--- src/sha256c_pkg.sv ---
// Shared types, constants, round table and helper functions of the SHA-256 compression block.
package sha256c_pkg;

	localparam int WORD_W      = 32;
	localparam int BLOCK_WORDS = 16;
	localparam int ROUNDS      = 64;
	localparam int NUM_IV      = 8;
	localparam int CNT_W       = $clog2(ROUNDS) + 1;
	localparam int WADDR_W     = $clog2(BLOCK_WORDS);
	localparam int IDX_W       = $clog2(NUM_IV);
	localparam int PADDR_W     = $clog2(NUM_IV) + 2;
	localparam int PDATA_W     = 32;

	typedef logic [WORD_W-1:0]  word_t;
	typedef logic [CNT_W-1:0]   cnt_t;
	typedef logic [WADDR_W-1:0] waddr_t;
	typedef logic [IDX_W-1:0]   idx_t;

	typedef enum logic [2:0] {
		ST_IDLE,
		ST_PRIME,
		ST_ROUND,
		ST_FINAL,
		ST_OUT
	} state_t;

	typedef struct packed {
		logic   load;
		waddr_t load_addr;
		word_t  load_word;
		logic   prime;
		logic   run;
		cnt_t   cnt;
	} sched_ctrl_t;

	typedef struct packed {
		logic load_iv;
		logic init;
		logic step;
		logic fold;
		idx_t out_idx;
	} round_ctrl_t;

	localparam word_t IV_RESET [NUM_IV] = '{
		32'h6a09e667, 32'hbb67ae85, 32'h3c6ef372, 32'ha54ff53a,
		32'h510e527f, 32'h9b05688c, 32'h1f83d9ab, 32'h5be0cd19
	};

	localparam word_t ROUND_K [ROUNDS] = '{
		32'h428a2f98, 32'h71374491, 32'hb5c0fbcf, 32'he9b5dba5,
		32'h3956c25b, 32'h59f111f1, 32'h923f82a4, 32'hab1c5ed5,
		32'hd807aa98, 32'h12835b01, 32'h243185be, 32'h550c7dc3,
		32'h72be5d74, 32'h80deb1fe, 32'h9bdc06a7, 32'hc19bf174,
		32'he49b69c1, 32'hefbe4786, 32'h0fc19dc6, 32'h240ca1cc,
		32'h2de92c6f, 32'h4a7484aa, 32'h5cb0a9dc, 32'h76f988da,
		32'h983e5152, 32'ha831c66d, 32'hb00327c8, 32'hbf597fc7,
		32'hc6e00bf3, 32'hd5a79147, 32'h06ca6351, 32'h14292967,
		32'h27b70a85, 32'h2e1b2138, 32'h4d2c6dfc, 32'h53380d13,
		32'h650a7354, 32'h766a0abb, 32'h81c2c92e, 32'h92722c85,
		32'ha2bfe8a1, 32'ha81a664b, 32'hc24b8b70, 32'hc76c51a3,
		32'hd192e819, 32'hd6990624, 32'hf40e3585, 32'h106aa070,
		32'h19a4c116, 32'h1e376c08, 32'h2748774c, 32'h34b0bcb5,
		32'h391c0cb3, 32'h4ed8aa4a, 32'h5b9cca4f, 32'h682e6ff3,
		32'h748f82ee, 32'h78a5636f, 32'h84c87814, 32'h8cc70208,
		32'h90befffa, 32'ha4506ceb, 32'hbef9a3f7, 32'hc67178f2
	};

	function automatic word_t big_sigma0(input word_t x);
		return {x[1:0], x[31:2]} ^ {x[12:0], x[31:13]} ^ {x[21:0], x[31:22]};
	endfunction

	function automatic word_t big_sigma1(input word_t x);
		return {x[5:0], x[31:6]} ^ {x[10:0], x[31:11]} ^ {x[24:0], x[31:25]};
	endfunction

	function automatic word_t small_sigma0(input word_t x);
		return {x[6:0], x[31:7]} ^ {x[17:0], x[31:18]} ^ (x >> 3);
	endfunction

	function automatic word_t small_sigma1(input word_t x);
		return {x[16:0], x[31:17]} ^ {x[18:0], x[31:19]} ^ (x >> 10);
	endfunction

endpackage

--- src/sha256c_if.sv ---
// Valid/ready channel interfaces for message words and digest words.
interface sha256c_in_if;
	logic                valid;
	logic                ready;
	sha256c_pkg::word_t  msg_word;
	logic                start_message;
	logic                end_message;

	modport source (output valid, output msg_word, output start_message, output end_message,
		input ready);
	modport sink (input valid, input msg_word, input start_message, input end_message,
		output ready);
endinterface

interface sha256c_out_if;
	logic                valid;
	logic                ready;
	sha256c_pkg::word_t  digest_word;
	sha256c_pkg::idx_t   word_index;
	logic                last;

	modport source (output valid, output digest_word, output word_index, output last,
		input ready);
	modport sink (input valid, input digest_word, input word_index, input last,
		output ready);
endinterface

--- src/sha256c_ram.sv ---
// Generic RAM with one write port and two registered read ports.
module sha256c_ram #(
	parameter int WIDTH = 32,
	parameter int DEPTH = 16
) (
	input  logic                     clk,
	input  logic                     we,
	input  logic [$clog2(DEPTH)-1:0] waddr,
	input  logic [WIDTH-1:0]         wdata,
	input  logic [$clog2(DEPTH)-1:0] raddr_a,
	output logic [WIDTH-1:0]         rdata_a,
	input  logic [$clog2(DEPTH)-1:0] raddr_b,
	output logic [WIDTH-1:0]         rdata_b
);

	logic [WIDTH-1:0] mem [DEPTH];

	always_ff @(posedge clk) begin
		if (we) begin
			mem[waddr] <= wdata;
		end
		rdata_a <= mem[raddr_a];
		rdata_b <= mem[raddr_b];
	end

endmodule

--- src/sha256c_regs.sv ---
// APB register file holding the eight initial hash words.
module sha256c_regs (
	input  logic                               clk,
	input  logic                               arst_n,
	input  logic                               psel,
	input  logic                               penable,
	input  logic                               pwrite,
	input  logic [sha256c_pkg::PADDR_W-1:0]    paddr,
	input  logic [sha256c_pkg::PDATA_W-1:0]    pwdata,
	output logic [sha256c_pkg::PDATA_W-1:0]    prdata,
	output logic                               pready,
	output sha256c_pkg::word_t                 iv [sha256c_pkg::NUM_IV]
);
	import sha256c_pkg::*;

	word_t iv_q [NUM_IV];
	idx_t  reg_idx;

	assign reg_idx = paddr[PADDR_W-1:2];
	assign pready  = 1'b1;
	assign prdata  = iv_q[reg_idx];

	always_ff @(posedge clk or negedge arst_n) begin
		if (!arst_n) begin
			for (int i = 0; i < NUM_IV; i++) begin
				iv_q[i] <= IV_RESET[i];
			end
		end else if (psel && penable && pwrite) begin
			iv_q[reg_idx] <= pwdata;
		end
	end

	assign iv = iv_q;

endmodule

--- src/sha256c_sched.sv ---
// Message schedule: sixteen-word window in RAM, expansion and round constant add.
module sha256c_sched (
	input  logic                      clk,
	input  sha256c_pkg::sched_ctrl_t  ctrl,
	output sha256c_pkg::word_t        wk_s1
);
	import sha256c_pkg::*;

	word_t  rd_a;
	word_t  rd_b;
	word_t  w_new;
	word_t  part_q;
	word_t  wm1_q;
	cnt_t   next_rnd;
	waddr_t raddr_a;
	waddr_t raddr_b;
	logic   expand;
	logic   we;
	waddr_t waddr;
	word_t  wdata;

	assign next_rnd = ctrl.prime ? '0 : ctrl.cnt + cnt_t'(1);
	assign raddr_a  = (next_rnd < cnt_t'(BLOCK_WORDS)) ? next_rnd[WADDR_W-1:0]
		: next_rnd[WADDR_W-1:0] - waddr_t'(7);
	assign raddr_b  = next_rnd[WADDR_W-1:0] + waddr_t'(1);

	assign expand = ctrl.cnt >= cnt_t'(BLOCK_WORDS);
	assign w_new  = expand ? part_q + rd_a + small_sigma0(rd_b) : rd_a;

	assign we    = ctrl.load || (ctrl.run && expand);
	assign waddr = ctrl.load ? ctrl.load_addr : ctrl.cnt[WADDR_W-1:0];
	assign wdata = ctrl.load ? ctrl.load_word : w_new;

	sha256c_ram #(
		.WIDTH (WORD_W),
		.DEPTH (BLOCK_WORDS)
	) u_window (
		.clk     (clk),
		.we      (we),
		.waddr   (waddr),
		.wdata   (wdata),
		.raddr_a (raddr_a),
		.rdata_a (rd_a),
		.raddr_b (raddr_b),
		.rdata_b (rd_b)
	);

	// The term two rounds back and the oldest window word are summed in the prior round.
	always_ff @(posedge clk) begin
		if (ctrl.run) begin
			wm1_q  <= w_new;
			part_q <= small_sigma1(wm1_q) + rd_b;
			wk_s1  <= w_new + ROUND_K[ctrl.cnt[CNT_W-2:0]];
		end
	end

endmodule

--- src/sha256c_round.sv ---
// Hash state, working variables and the SHA-256 round function.
module sha256c_round (
	input  logic                      clk,
	input  logic                      arst_n,
	input  sha256c_pkg::round_ctrl_t  ctrl,
	input  sha256c_pkg::word_t        iv [sha256c_pkg::NUM_IV],
	input  sha256c_pkg::word_t        wk,
	output sha256c_pkg::word_t        digest_word
);
	import sha256c_pkg::*;

	word_t hash_q [NUM_IV];
	word_t work_q [NUM_IV];
	word_t t1;
	word_t t2;
	word_t ch;
	word_t maj;

	assign ch  = (work_q[4] & work_q[5]) ^ (~work_q[4] & work_q[6]);
	assign maj = (work_q[0] & work_q[1]) ^ (work_q[0] & work_q[2]) ^ (work_q[1] & work_q[2]);
	assign t1  = work_q[7] + big_sigma1(work_q[4]) + ch + wk;
	assign t2  = big_sigma0(work_q[0]) + maj;

	always_ff @(posedge clk or negedge arst_n) begin
		if (!arst_n) begin
			for (int i = 0; i < NUM_IV; i++) begin
				hash_q[i] <= '0;
			end
		end else if (ctrl.load_iv) begin
			hash_q <= iv;
		end else if (ctrl.fold) begin
			for (int i = 0; i < NUM_IV; i++) begin
				hash_q[i] <= hash_q[i] + work_q[i];
			end
		end
	end

	always_ff @(posedge clk) begin
		if (ctrl.init) begin
			work_q <= hash_q;
		end else if (ctrl.step) begin
			work_q[7] <= work_q[6];
			work_q[6] <= work_q[5];
			work_q[5] <= work_q[4];
			work_q[4] <= work_q[3] + t1;
			work_q[3] <= work_q[2];
			work_q[2] <= work_q[1];
			work_q[1] <= work_q[0];
			work_q[0] <= t1 + t2;
		end
	end

	assign digest_word = hash_q[ctrl.out_idx];

endmodule

--- src/sha256_compression.sv ---
// Top level of the SHA-256 compression block with streaming word input and digest output.
//
//  Channel     Dir  Transfer                    Payload
//  msg_in      in   msg_in.valid & ready        msg_word, start_message, end_message
//  digest_out  out  digest_out.valid & ready    digest_word, word_index, last
//  APB         in   psel & penable & pwrite     iv_0 .. iv_7 at byte address 4*i
//
// Sixteen words are taken at one per cycle while idle and msg_in.valid is high;
// the sixteenth starts a priming step, the rounds and a final step that adds the
// working variables into the hash state.
// The rounds are paced by the schedule RAM, read two words a cycle for the next round.
// Input is not taken during the rounds or while digest words are offered.
// Reset restores the initial values and clears the hash state; stalls on the digest
// channel hold the current word.
module sha256_compression (
	input  logic                             clk,
	input  logic                             arst_n,
	input  logic                             psel,
	input  logic                             penable,
	input  logic                             pwrite,
	input  logic [sha256c_pkg::PADDR_W-1:0]  paddr,
	input  logic [sha256c_pkg::PDATA_W-1:0]  pwdata,
	output logic [sha256c_pkg::PDATA_W-1:0]  prdata,
	output logic                             pready,
	sha256c_in_if.sink                       msg_in,
	sha256c_out_if.source                    digest_out
);
	import sha256c_pkg::*;

	state_t      state_q;
	state_t      state_d;
	cnt_t        cnt_q;
	cnt_t        cnt_d;
	waddr_t      wc_q;
	waddr_t      wc_d;
	idx_t        oidx_q;
	idx_t        oidx_d;
	logic        end_q;
	logic        end_d;
	waddr_t      eff_wc;
	sched_ctrl_t sched_ctrl;
	round_ctrl_t round_ctrl;
	word_t       iv [NUM_IV];
	word_t       wk;

	sha256c_regs u_regs (
		.clk     (clk),
		.arst_n  (arst_n),
		.psel    (psel),
		.penable (penable),
		.pwrite  (pwrite),
		.paddr   (paddr),
		.pwdata  (pwdata),
		.prdata  (prdata),
		.pready  (pready),
		.iv      (iv)
	);

	sha256c_sched u_sched (
		.clk   (clk),
		.ctrl  (sched_ctrl),
		.wk_s1 (wk)
	);

	sha256c_round u_round (
		.clk         (clk),
		.arst_n      (arst_n),
		.ctrl        (round_ctrl),
		.iv          (iv),
		.wk          (wk),
		.digest_word (digest_out.digest_word)
	);

	always_ff @(posedge clk or negedge arst_n) begin
		if (!arst_n) begin
			state_q <= ST_IDLE;
			cnt_q   <= '0;
			wc_q    <= '0;
			oidx_q  <= '0;
			end_q   <= 1'b0;
		end else begin
			state_q <= state_d;
			cnt_q   <= cnt_d;
			wc_q    <= wc_d;
			oidx_q  <= oidx_d;
			end_q   <= end_d;
		end
	end

	assign eff_wc = msg_in.start_message ? '0 : wc_q;

	always_comb begin
		state_d    = state_q;
		cnt_d      = cnt_q;
		wc_d       = wc_q;
		oidx_d     = oidx_q;
		end_d      = end_q;
		msg_in.ready     = 1'b0;
		digest_out.valid = 1'b0;

		sched_ctrl.load      = 1'b0;
		sched_ctrl.load_addr = eff_wc;
		sched_ctrl.load_word = msg_in.msg_word;
		sched_ctrl.prime     = 1'b0;
		sched_ctrl.run       = 1'b0;
		sched_ctrl.cnt       = cnt_q;

		round_ctrl.load_iv = 1'b0;
		round_ctrl.init    = 1'b0;
		round_ctrl.step    = 1'b0;
		round_ctrl.fold    = 1'b0;
		round_ctrl.out_idx = oidx_q;

		unique case (state_q)
			ST_IDLE: begin
				msg_in.ready = 1'b1;
				if (msg_in.valid) begin
					sched_ctrl.load    = 1'b1;
					round_ctrl.load_iv = msg_in.start_message;
					if (eff_wc == waddr_t'(BLOCK_WORDS - 1)) begin
						wc_d    = '0;
						end_d   = msg_in.end_message;
						state_d = ST_PRIME;
					end else begin
						wc_d = eff_wc + waddr_t'(1);
					end
				end
			end
			ST_PRIME: begin
				sched_ctrl.prime = 1'b1;
				round_ctrl.init  = 1'b1;
				cnt_d            = '0;
				state_d          = ST_ROUND;
			end
			ST_ROUND: begin
				sched_ctrl.run  = cnt_q < cnt_t'(ROUNDS);
				round_ctrl.step = cnt_q != '0;
				cnt_d           = cnt_q + cnt_t'(1);
				if (cnt_q == cnt_t'(ROUNDS)) begin
					state_d = ST_FINAL;
				end
			end
			ST_FINAL: begin
				round_ctrl.fold = 1'b1;
				oidx_d          = '0;
				state_d         = end_q ? ST_OUT : ST_IDLE;
			end
			ST_OUT: begin
				digest_out.valid = 1'b1;
				if (digest_out.ready) begin
					oidx_d = oidx_q + idx_t'(1);
					if (oidx_q == idx_t'(NUM_IV - 1)) begin
						state_d = ST_IDLE;
					end
				end
			end
			default: begin
				state_d = ST_IDLE;
			end
		endcase
	end

	assign digest_out.word_index = oidx_q;
	assign digest_out.last       = oidx_q == idx_t'(NUM_IV - 1);

endmodule
--- src/flat_wrapper.sv ---
// flat-port wrapper written by rule: the top's interface ports become plain ports
module sha256_compression_flat import sha256c_pkg::*;
  (clk, arst_n, psel, penable, pwrite, paddr, pwdata, prdata, pready, msg_in_valid, msg_in_msg_word, msg_in_start_message, msg_in_end_message, msg_in_ready, digest_out_valid, digest_out_digest_word, digest_out_word_index, digest_out_last, digest_out_ready);
  sha256c_in_if msg_in_i ();
  sha256c_out_if digest_out_i ();
  input  logic clk;
  input  logic arst_n;
  input  logic psel;
  input  logic penable;
  input  logic pwrite;
  input  logic [sha256c_pkg::PADDR_W-1:0] paddr;
  input  logic [sha256c_pkg::PDATA_W-1:0] pwdata;
  output logic [sha256c_pkg::PDATA_W-1:0] prdata;
  output logic pready;
  input wire logic [$bits(msg_in_i.valid)-1:0] msg_in_valid;
  input wire logic [$bits(msg_in_i.msg_word)-1:0] msg_in_msg_word;
  input wire logic [$bits(msg_in_i.start_message)-1:0] msg_in_start_message;
  input wire logic [$bits(msg_in_i.end_message)-1:0] msg_in_end_message;
  output wire logic [$bits(msg_in_i.ready)-1:0] msg_in_ready;
  output wire logic [$bits(digest_out_i.valid)-1:0] digest_out_valid;
  output wire logic [$bits(digest_out_i.digest_word)-1:0] digest_out_digest_word;
  output wire logic [$bits(digest_out_i.word_index)-1:0] digest_out_word_index;
  output wire logic [$bits(digest_out_i.last)-1:0] digest_out_last;
  input wire logic [$bits(digest_out_i.ready)-1:0] digest_out_ready;
  assign msg_in_i.valid = msg_in_valid;
  assign msg_in_i.msg_word = msg_in_msg_word;
  assign msg_in_i.start_message = msg_in_start_message;
  assign msg_in_i.end_message = msg_in_end_message;
  assign msg_in_ready = msg_in_i.ready;
  assign digest_out_valid = digest_out_i.valid;
  assign digest_out_digest_word = digest_out_i.digest_word;
  assign digest_out_word_index = digest_out_i.word_index;
  assign digest_out_last = digest_out_i.last;
  assign digest_out_i.ready = digest_out_ready;
  sha256_compression u_core (.clk(clk), .arst_n(arst_n), .psel(psel), .penable(penable), .pwrite(pwrite), .paddr(paddr), .pwdata(pwdata), .prdata(prdata), .pready(pready), .msg_in(msg_in_i), .digest_out(digest_out_i));
endmodule
--- config.mk ---
export PLATFORM = sky130hd
export DESIGN_NAME = sha256_compression_flat
export DESIGN_NICKNAME = d
export VERILOG_FILES = /design/src/sha256c_pkg.sv /design/src/sha256c_if.sv /design/src/sha256c_ram.sv /design/src/sha256c_regs.sv /design/src/sha256c_sched.sv /design/src/sha256c_round.sv /design/src/sha256_compression.sv /design/src/flat_wrapper.sv
export SDC_FILE = /design/constraint.sdc
export NUM_CORES = 2
export LEC_CHECK = 0
export ABC_CLOCK_PERIOD_IN_PS = 20800
export BUFFER_PORTS_ARGS = -buffer_cell sky130_fd_sc_hd__buf_4
export CORE_ASPECT_RATIO = 1.1
export CORE_MARGIN = 2
export CORE_UTILIZATION = 25
export CTS_CLUSTER_SIZE = 10
export DETAILED_ROUTE_END_ITERATION = 6
export GPL_ROUTABILITY_DRIVEN = 0
export GPL_TIMING_DRIVEN = 0
export PLACE_DENSITY = 0.4
export SLEW_MARGIN = 30
export SYNTH_ARGS = -nofsm -noshare
export SYNTH_HDL_FRONTEND = slang
export SYNTH_SLANG_ARGS = --single-unit
--- constraint.sdc ---
create_clock -name clk -period 20.8 [get_ports clk]
set_input_delay 4.16 -clock clk [delete_from_list [all_inputs] [get_ports clk]]
set_output_delay 4.16 -clock clk [all_outputs]
set_load 0.05 [all_outputs]
---- After elaboration in Yosys (flattened, before gate mapping) ----
Memories as Yosys holds them, arrays and structs flattened. A register that Yosys moved wholly into a read port is not among the register bits.
Index checks and enable logic that the tools add are counted.
cells by class
  reductions and logical operators ........ 15
  div/mod/pow operators ................... 0
  $add $sub $neg .......................... 23
  shift operators ......................... 0
  muxes and demuxes ....................... 44
  $mul .................................... 0
  $lt $le $gt $ge ......................... 7
  bitwise operators ....................... 20
  equality and inequality tests ........... 12
operator list
  cell                 count
  $mux 256             4
  $add 32x32->32       18
  $mux 32              9
  $xor 32x32->32       9
  $bwmux 256           1
  $bmux 32 s3          2
  $and 32x32->32       5
  $demux 32 s3         1
  $not 32->32          1
  $xor 32x22->32       1
  $xor 32x29->32       1
  $mux 3               7
  $mux 4               4
  $pmux 3 s5           1
  $pmux 7 s2           1
  $mux 1               12
  $add 4x1->4 const B  2
  $ge 4x4->1 const B   2
  $not 3->4            2
  $reduce_bool 2->1    4
  $add 7x1->7 const B  1
  $eq 7x7->1 const B   1
  $ge 7x5->1 const B   1
  $ge 7x7->1 const B   1
  21 further kinds     30
storage, ports and cells
  word-level logic and storage cells ...... 155
  memories ................................ 2
  bits of input ports ..................... 78
  memory bits (writable) .................. 512
  register bits after elaboration ......... 882
  ROM bits ................................ 2048
  latch bits .............................. 0
memory list
  name                         depth  bits a word  rd ports  clocked after memory_dff  write ports  line                 text
  (no name shown)              64     32           1         0                         0            sha256c_sched.sv:53  wk_s1 <= w_new + ROUND_K[ctrl.cnt[CNT_W-2:0]];
  u_core.u_sched.u_window.mem  16     32           2         2                         1            sha256c_ram.sv:16    logic [WIDTH-1:0] mem [DEPTH];

---- Logic depth before layout (Yosys ltp) ----
  depth in word-level cells ............... 8
  depth in mapped cells ................... 36
  mapped depth without buffers ............ 35

---- Cells and area by module ----
Synthesis repeated with hierarchy kept, for this count alone.
second synthesis, totals
  cells, all modules ...................... 8284
  area total of the unflattened synthesis .. 94902.3 µm²
modules (own cells, without submodules)
  module              cells an instance  instances  seq. area each (µm²)  area an instance (µm²)
  sha256c_round       4712               1          14093.5               44764.2
  sha256c_ram         1141               1          16656.0               24203.2
  sha256c_sched       1669               1          2882.8                13346.6
  sha256c_regs        665                1          6576.3                11592.4
  sha256_compression  97                 1          450.4                 996.0

---- Least setup slack after synthesis ----
OpenSTA, ideal clock, no wires.
  path kind ............................... register to register
  from .................................... register u_core.cnt_q[1]
  to ...................................... register u_core.u_round.work_q[0] (netlist name) (enable)
  arrival time ............................ 19508 ps
  path slack .............................. 65 ps
  library setup time ...................... 1227 ps
  clock period less this slack ............ 20735 ps
  cell stages (with the launch flop) ...... 7
  path through ............................ dfrtp_1 > clkbuf_1 > clkinv_1 > ha_1 > clkbuf_1 > and3_1 > o21ai_0
on the way
  longest elaborated chain between the ends .. 3
ends and longest elaborated chain
  element                      line                       text
  from (decl)                  sha256_compression.sv:32   cnt_t cnt_q;
  from (signal assigned)       sha256_compression.sv:83   cnt_q <= cnt_d;
  $reduce_bool 7->1            sha256_compression.sv:137  round_ctrl.step = cnt_q != '0;
  $mux 1                       sha256_compression.sv:114  unique case (state_q)
  $reduce_bool 2->1 (no line)  --
  to (signal assigned)         sha256c_round.sv:40        work_q <= hash_q;
  to (decl)                    sha256c_round.sv:13        word_t work_q [NUM_IV];
No other way between the ends.
A chain may end at the register's enable or synchronous reset.

---- Worst setup path after layout ----
  from .................................... input paddr[2] (netlist name)
  to ...................................... output prdata[19] (netlist name)
on the way
  longest elaborated chain between the ends .. 4
ends and longest elaborated chain
  element                                      line                text
  from (decl)                                  flat_wrapper.sv:11  input logic [sha256c_pkg::PADDR_W-1:0] paddr;
  $not 3->4 (implied by the code)              sha256c_regs.sv:21  assign prdata = iv_q[reg_idx];
  $bmux 32 s3                                  sha256c_regs.sv:21
  $mux 32 (implied by the code) (2 in series)  sha256c_regs.sv:21
  to (decl)                                    flat_wrapper.sv:13  output logic [sha256c_pkg::PDATA_W-1:0] prdata;
No other way between the ends. The select of a mux whose other input is x is not followed.

==> results.cfg <==
[route]
route.detailed.drc = 3
firstDrtPassIters = 7
drtIter0Drc = 8535
vias_per_cell = 5.375
wl_per_cell_um = 31.99
ant_nets = 0
num_vias = 77410
drt-total-wl_um = 460700

[critical_path]
worstPathCellList = clkbuf_1 > nand2_1 > nor2_1 > clkbuf_1 > a22oi_1 > nand4_1 > buf_4
worst_path_max_delay_cell = clkbuf_1
cp_max_fo = 10
start_kind = input pin
critPathMaxStageDelay_ns = 0.87
worstSetupPathType = input pin to output port
cp_top_family = buffers and inverters
cp-end-kind = output port
path_buf_inv = 3
critPathRequiredTime_ns = 16.64
cpMostUsedCell = clkbuf_1
arrival_ns = 7.38

[place]
placedCellCount = 14030
postPlaceCellArea_mm2 = 0.1037
portBuffers = 143
hpwl_um = 367400

[synthesis]
ys_async_sr_fraction_pct = 36.35
synthesis.area_mm2 = 0.09330
synth_top_family_by_area = compound AO/OA/AOI/OAI gates
syn_inst = 8796
synthAdderAreaFrac_pct = 9.111
yosys_most_used_dff = edfxtp_1
synth_compound_area_share_pct = 16.74
ys_warn_count = 0
synth-xor-area-share_pct = 5.731
synth-seq-area-share_pct = 43.58
syn_area_per_cell_um2 = 10.61
muxShareOfSynthArea_pct = 10.76
synth_seq_cells = 1458
netlist-cell-type-count = 90
syn_nets = 9468
synth_edf_count = 864
synth-simple-area-share_pct = 10.16

[power_and_ir_drop]
swShare_pct = 25.90
finalPower_mw = 6.991
pwr-share-seq_pct = 48.5
ir_drop_v = 0.00006397
p_leak_nw = 43.36
switchingPower_mw = 1.811
p_clk_share_pct = 47.3
p_int_mw = 5.180
p_comb_share_pct = 4.2
powerDensity_mw_per_mm2 = 63.68

[timing]
rsz0062_at_grt = false
fmax_mhz = 86.66
finalSetupViolations = 0
finalHoldViolations = 0
slew_viol_final = 0
fin_crit_ns = 11.54
max-slew-margin-rel_pct = 22.05
tns_ns = 0
finalCritPeriodShare_pct = 55.48
fin_skew_ns = 0.08441
worst_pin_slew_ns = 1.169

[final_layout]
instances_no_fill = 14400
stdcell_area_mm2 = 0.1098
regArea_mm2 = 0.04066
drive_gt1_share_pct = 15.43
final.fill_count = 38590
area_delta_synth_final_pct = 17.66
multi_input_area_mm2 = 0.04946
num-nets-final = 9914
postLayoutCoreUtil_pct = 29.52

[clock_network]
cts_tree = built
max-clock-path-buffers = 4
root_buffer = clkbuf_16
postCtsHoldBufs = 0
cts_buffers = 190
cts_resized = 0
cts_setup_buffers = 0
clk_latency_ns = 0.92
clkSinkCount = 1458
clk_pin_slew_ns = 0.05
h-tree-depth = 4

[floorplanning]
start_util_pct = 25.09
row_count = 235
num_io_pins = 149
die_h_um = 644.7
die_w_um = 586.5
coreArea_mm2 = 0.3720
die_area_mm2 = 0.3781

[grt]
grt_usage_pct = 23.67
grt_max_degree = 76
grt_overflow = 0
grt_pass1_wl_um = 625000
grt_pass1_vias = 75780
antenna_found_initial = 41

[run_status]
violations = design-rule violations
status = finished, violations left

[run]
maxCapViolations = 0

[min_path]
hold_class = flop to flop
[cell type report]
type	instances	area share [%]
Inverter	453	1.549
Clock buffer	315	5.169
Multi-Input combinational cell	6381	45.05
Clock inverter	34	0.3054
Sequential cell	1458	37.04
Antenna cell	25	0.05699
Tap cell	4977	5.672
Buffer	504	1.892
Timing Repair Buffer	254	3.266
[cell usage after synthesis, types with 124 or more instances]
| cell type | instances | share of area [%] |
|---|---|---|
| a21oi_1 | 502 | 2.7 |
| xor2_1 | 251 | 2.4 |
| o21ai_0 | 526 | 2.8 |
| inv_1 | 449 | 1.8 |
| ha_1 | 457 | 6.1 |
| mux2_2 | 325 | 3.9 |
| dfrtp_1 | 394 | 11 |
| nor2b_1 | 124 | 0.83 |
| a211oi_1 | 274 | 2.2 |
| a22oi_1 | 339 | 2.7 |
| a21o_1 | 231 | 1.9 |
| fa_1 | 137 | 2.9 |
| nand2_1 | 1028 | 4.1 |
| clkbuf_1 | 426 | 1.7 |
| mux4_2 | 231 | 5.6 |
| nor2_1 | 380 | 1.5 |
| xnor2_1 | 357 | 3.4 |
| edfxtp_1 | 864 | 28 |
| dfstp_2 | 136 | 3.8 |
[power by group through the flow]
stage | clock, mW | combinational, mW | sequential [mW]
2_1_floorplan | 0 | 0.167 | 3.28
5_1_grt | 3.46 | 0.308 | 3.38
3_5_place_dp | 0 | 0.290 | 3.45
6_report | 3.31 | 0.295 | 3.39
3_3_place_gp | 0 | 0.279 | 3.45
4_1_cts | 3.36 | 0.290 | 3.39
[state kept, by name, summed over array words and instances (netlist names)]
name / flops
u_core.u_sched.u_window.mem: 512
u_core.u_round.work_q: 256
u_core.u_sched.u_window.rdata_a: 32
u_core.u_sched.u_window.rdata_b: 32
u_core.u_regs.iv: 256
u_core.u_sched.wm1_q: 32
u_core.cnt_q: 7
u_core.end_q: 1
u_core.state_q: 3
u_core.digest_out.word_index: 3
u_core.u_round.hash_q: 256
u_core.wc_q: 4
u_core.u_sched.wk_s1: 32
u_core.u_sched.part_q: 32
[per-stage QoR]
stage          hold WS (ns)  setup WS, ns
2_1_floorplan        0.4607       0.06544
3_3_place_gp         0.4922        -15.79
3_5_place_dp         0.4981         9.493
4_1_cts              0.5099         9.469
5_1_grt              0.5388         9.324
6_report             0.5101         9.261
[tightest hold or removal path, cell delays in order (launching register included)]
cell,delay [ns]
dfrtp_1,0.36
nand2_1,0.06
nand2_1,0.06
[layer usage]
layer  track usage (%)  wire length, um  vias to the layer above
li1                  -                -                    33400
met1             28.67           178600                    39260
met2             39.21           216500                     3699
met3             3.608            29940                     1042
met4             14.86            35280                        8
met5                 0              310                        -
[path summary, 6_finish.rpt]
check,from,endpoint,slack (ns),cells after the start
max in group asynchronous,arst_n,u_core.end_q$_DFFE_PN0P_,15.29,6
min reg2reg,u_core.wc_q[1]$_DFFE_PN0P_,u_core.wc_q[1]$_DFFE_PN0P_,0.51,2
min in group asynchronous,arst_n,u_core.u_regs.iv[9]$_DFFE_PN0P_,3.17,1
max,paddr[2],prdata[19],9.26,7
min,u_core.wc_q[1]$_DFFE_PN0P_,u_core.wc_q[1]$_DFFE_PN0P_,0.51,2
max reg2reg,u_core.u_round.work_q[106]$_DFFE_PP_,u_core.u_round.work_q[255]$_DFFE_PP_,11.08,31
[cell families (layout without fill, tap and decap cells)]
family	Yosys count	count (layout)
AO/OA/AOI/OAI	2401	2401
AND/OR/NAND/NOR	2098	2098
flip-flops	1458	1458
buffers and inverters	957	1560
multiplexers	674	674
XOR/XNOR	609	609
adder cells (fa/ha/maj)	598	598
other	1	26
[layout by cell type (no fill, tap or decap), types with 96 or more instances in the layout]
master     count
a211oi_1     274
ha_1         457
xor2_1       238
nor2b_1      124
buf_4        158
dfstp_2      136
inv_1        449
a21oi_1      497
mux4_2       231
a22oi_1      339
dfrtp_1      394
nand3_1       96
nand2_1     1028
clkbuf_16    198
clkbuf_1     436
mux2i_1      118
a21o_1       231
o21ai_0      507
xnor2_1      343
edfxtp_1     864
mux2_2       325
nor2_1       360
fa_1         137
a31oi_1      117
Power figures use the tool's default switching activity.
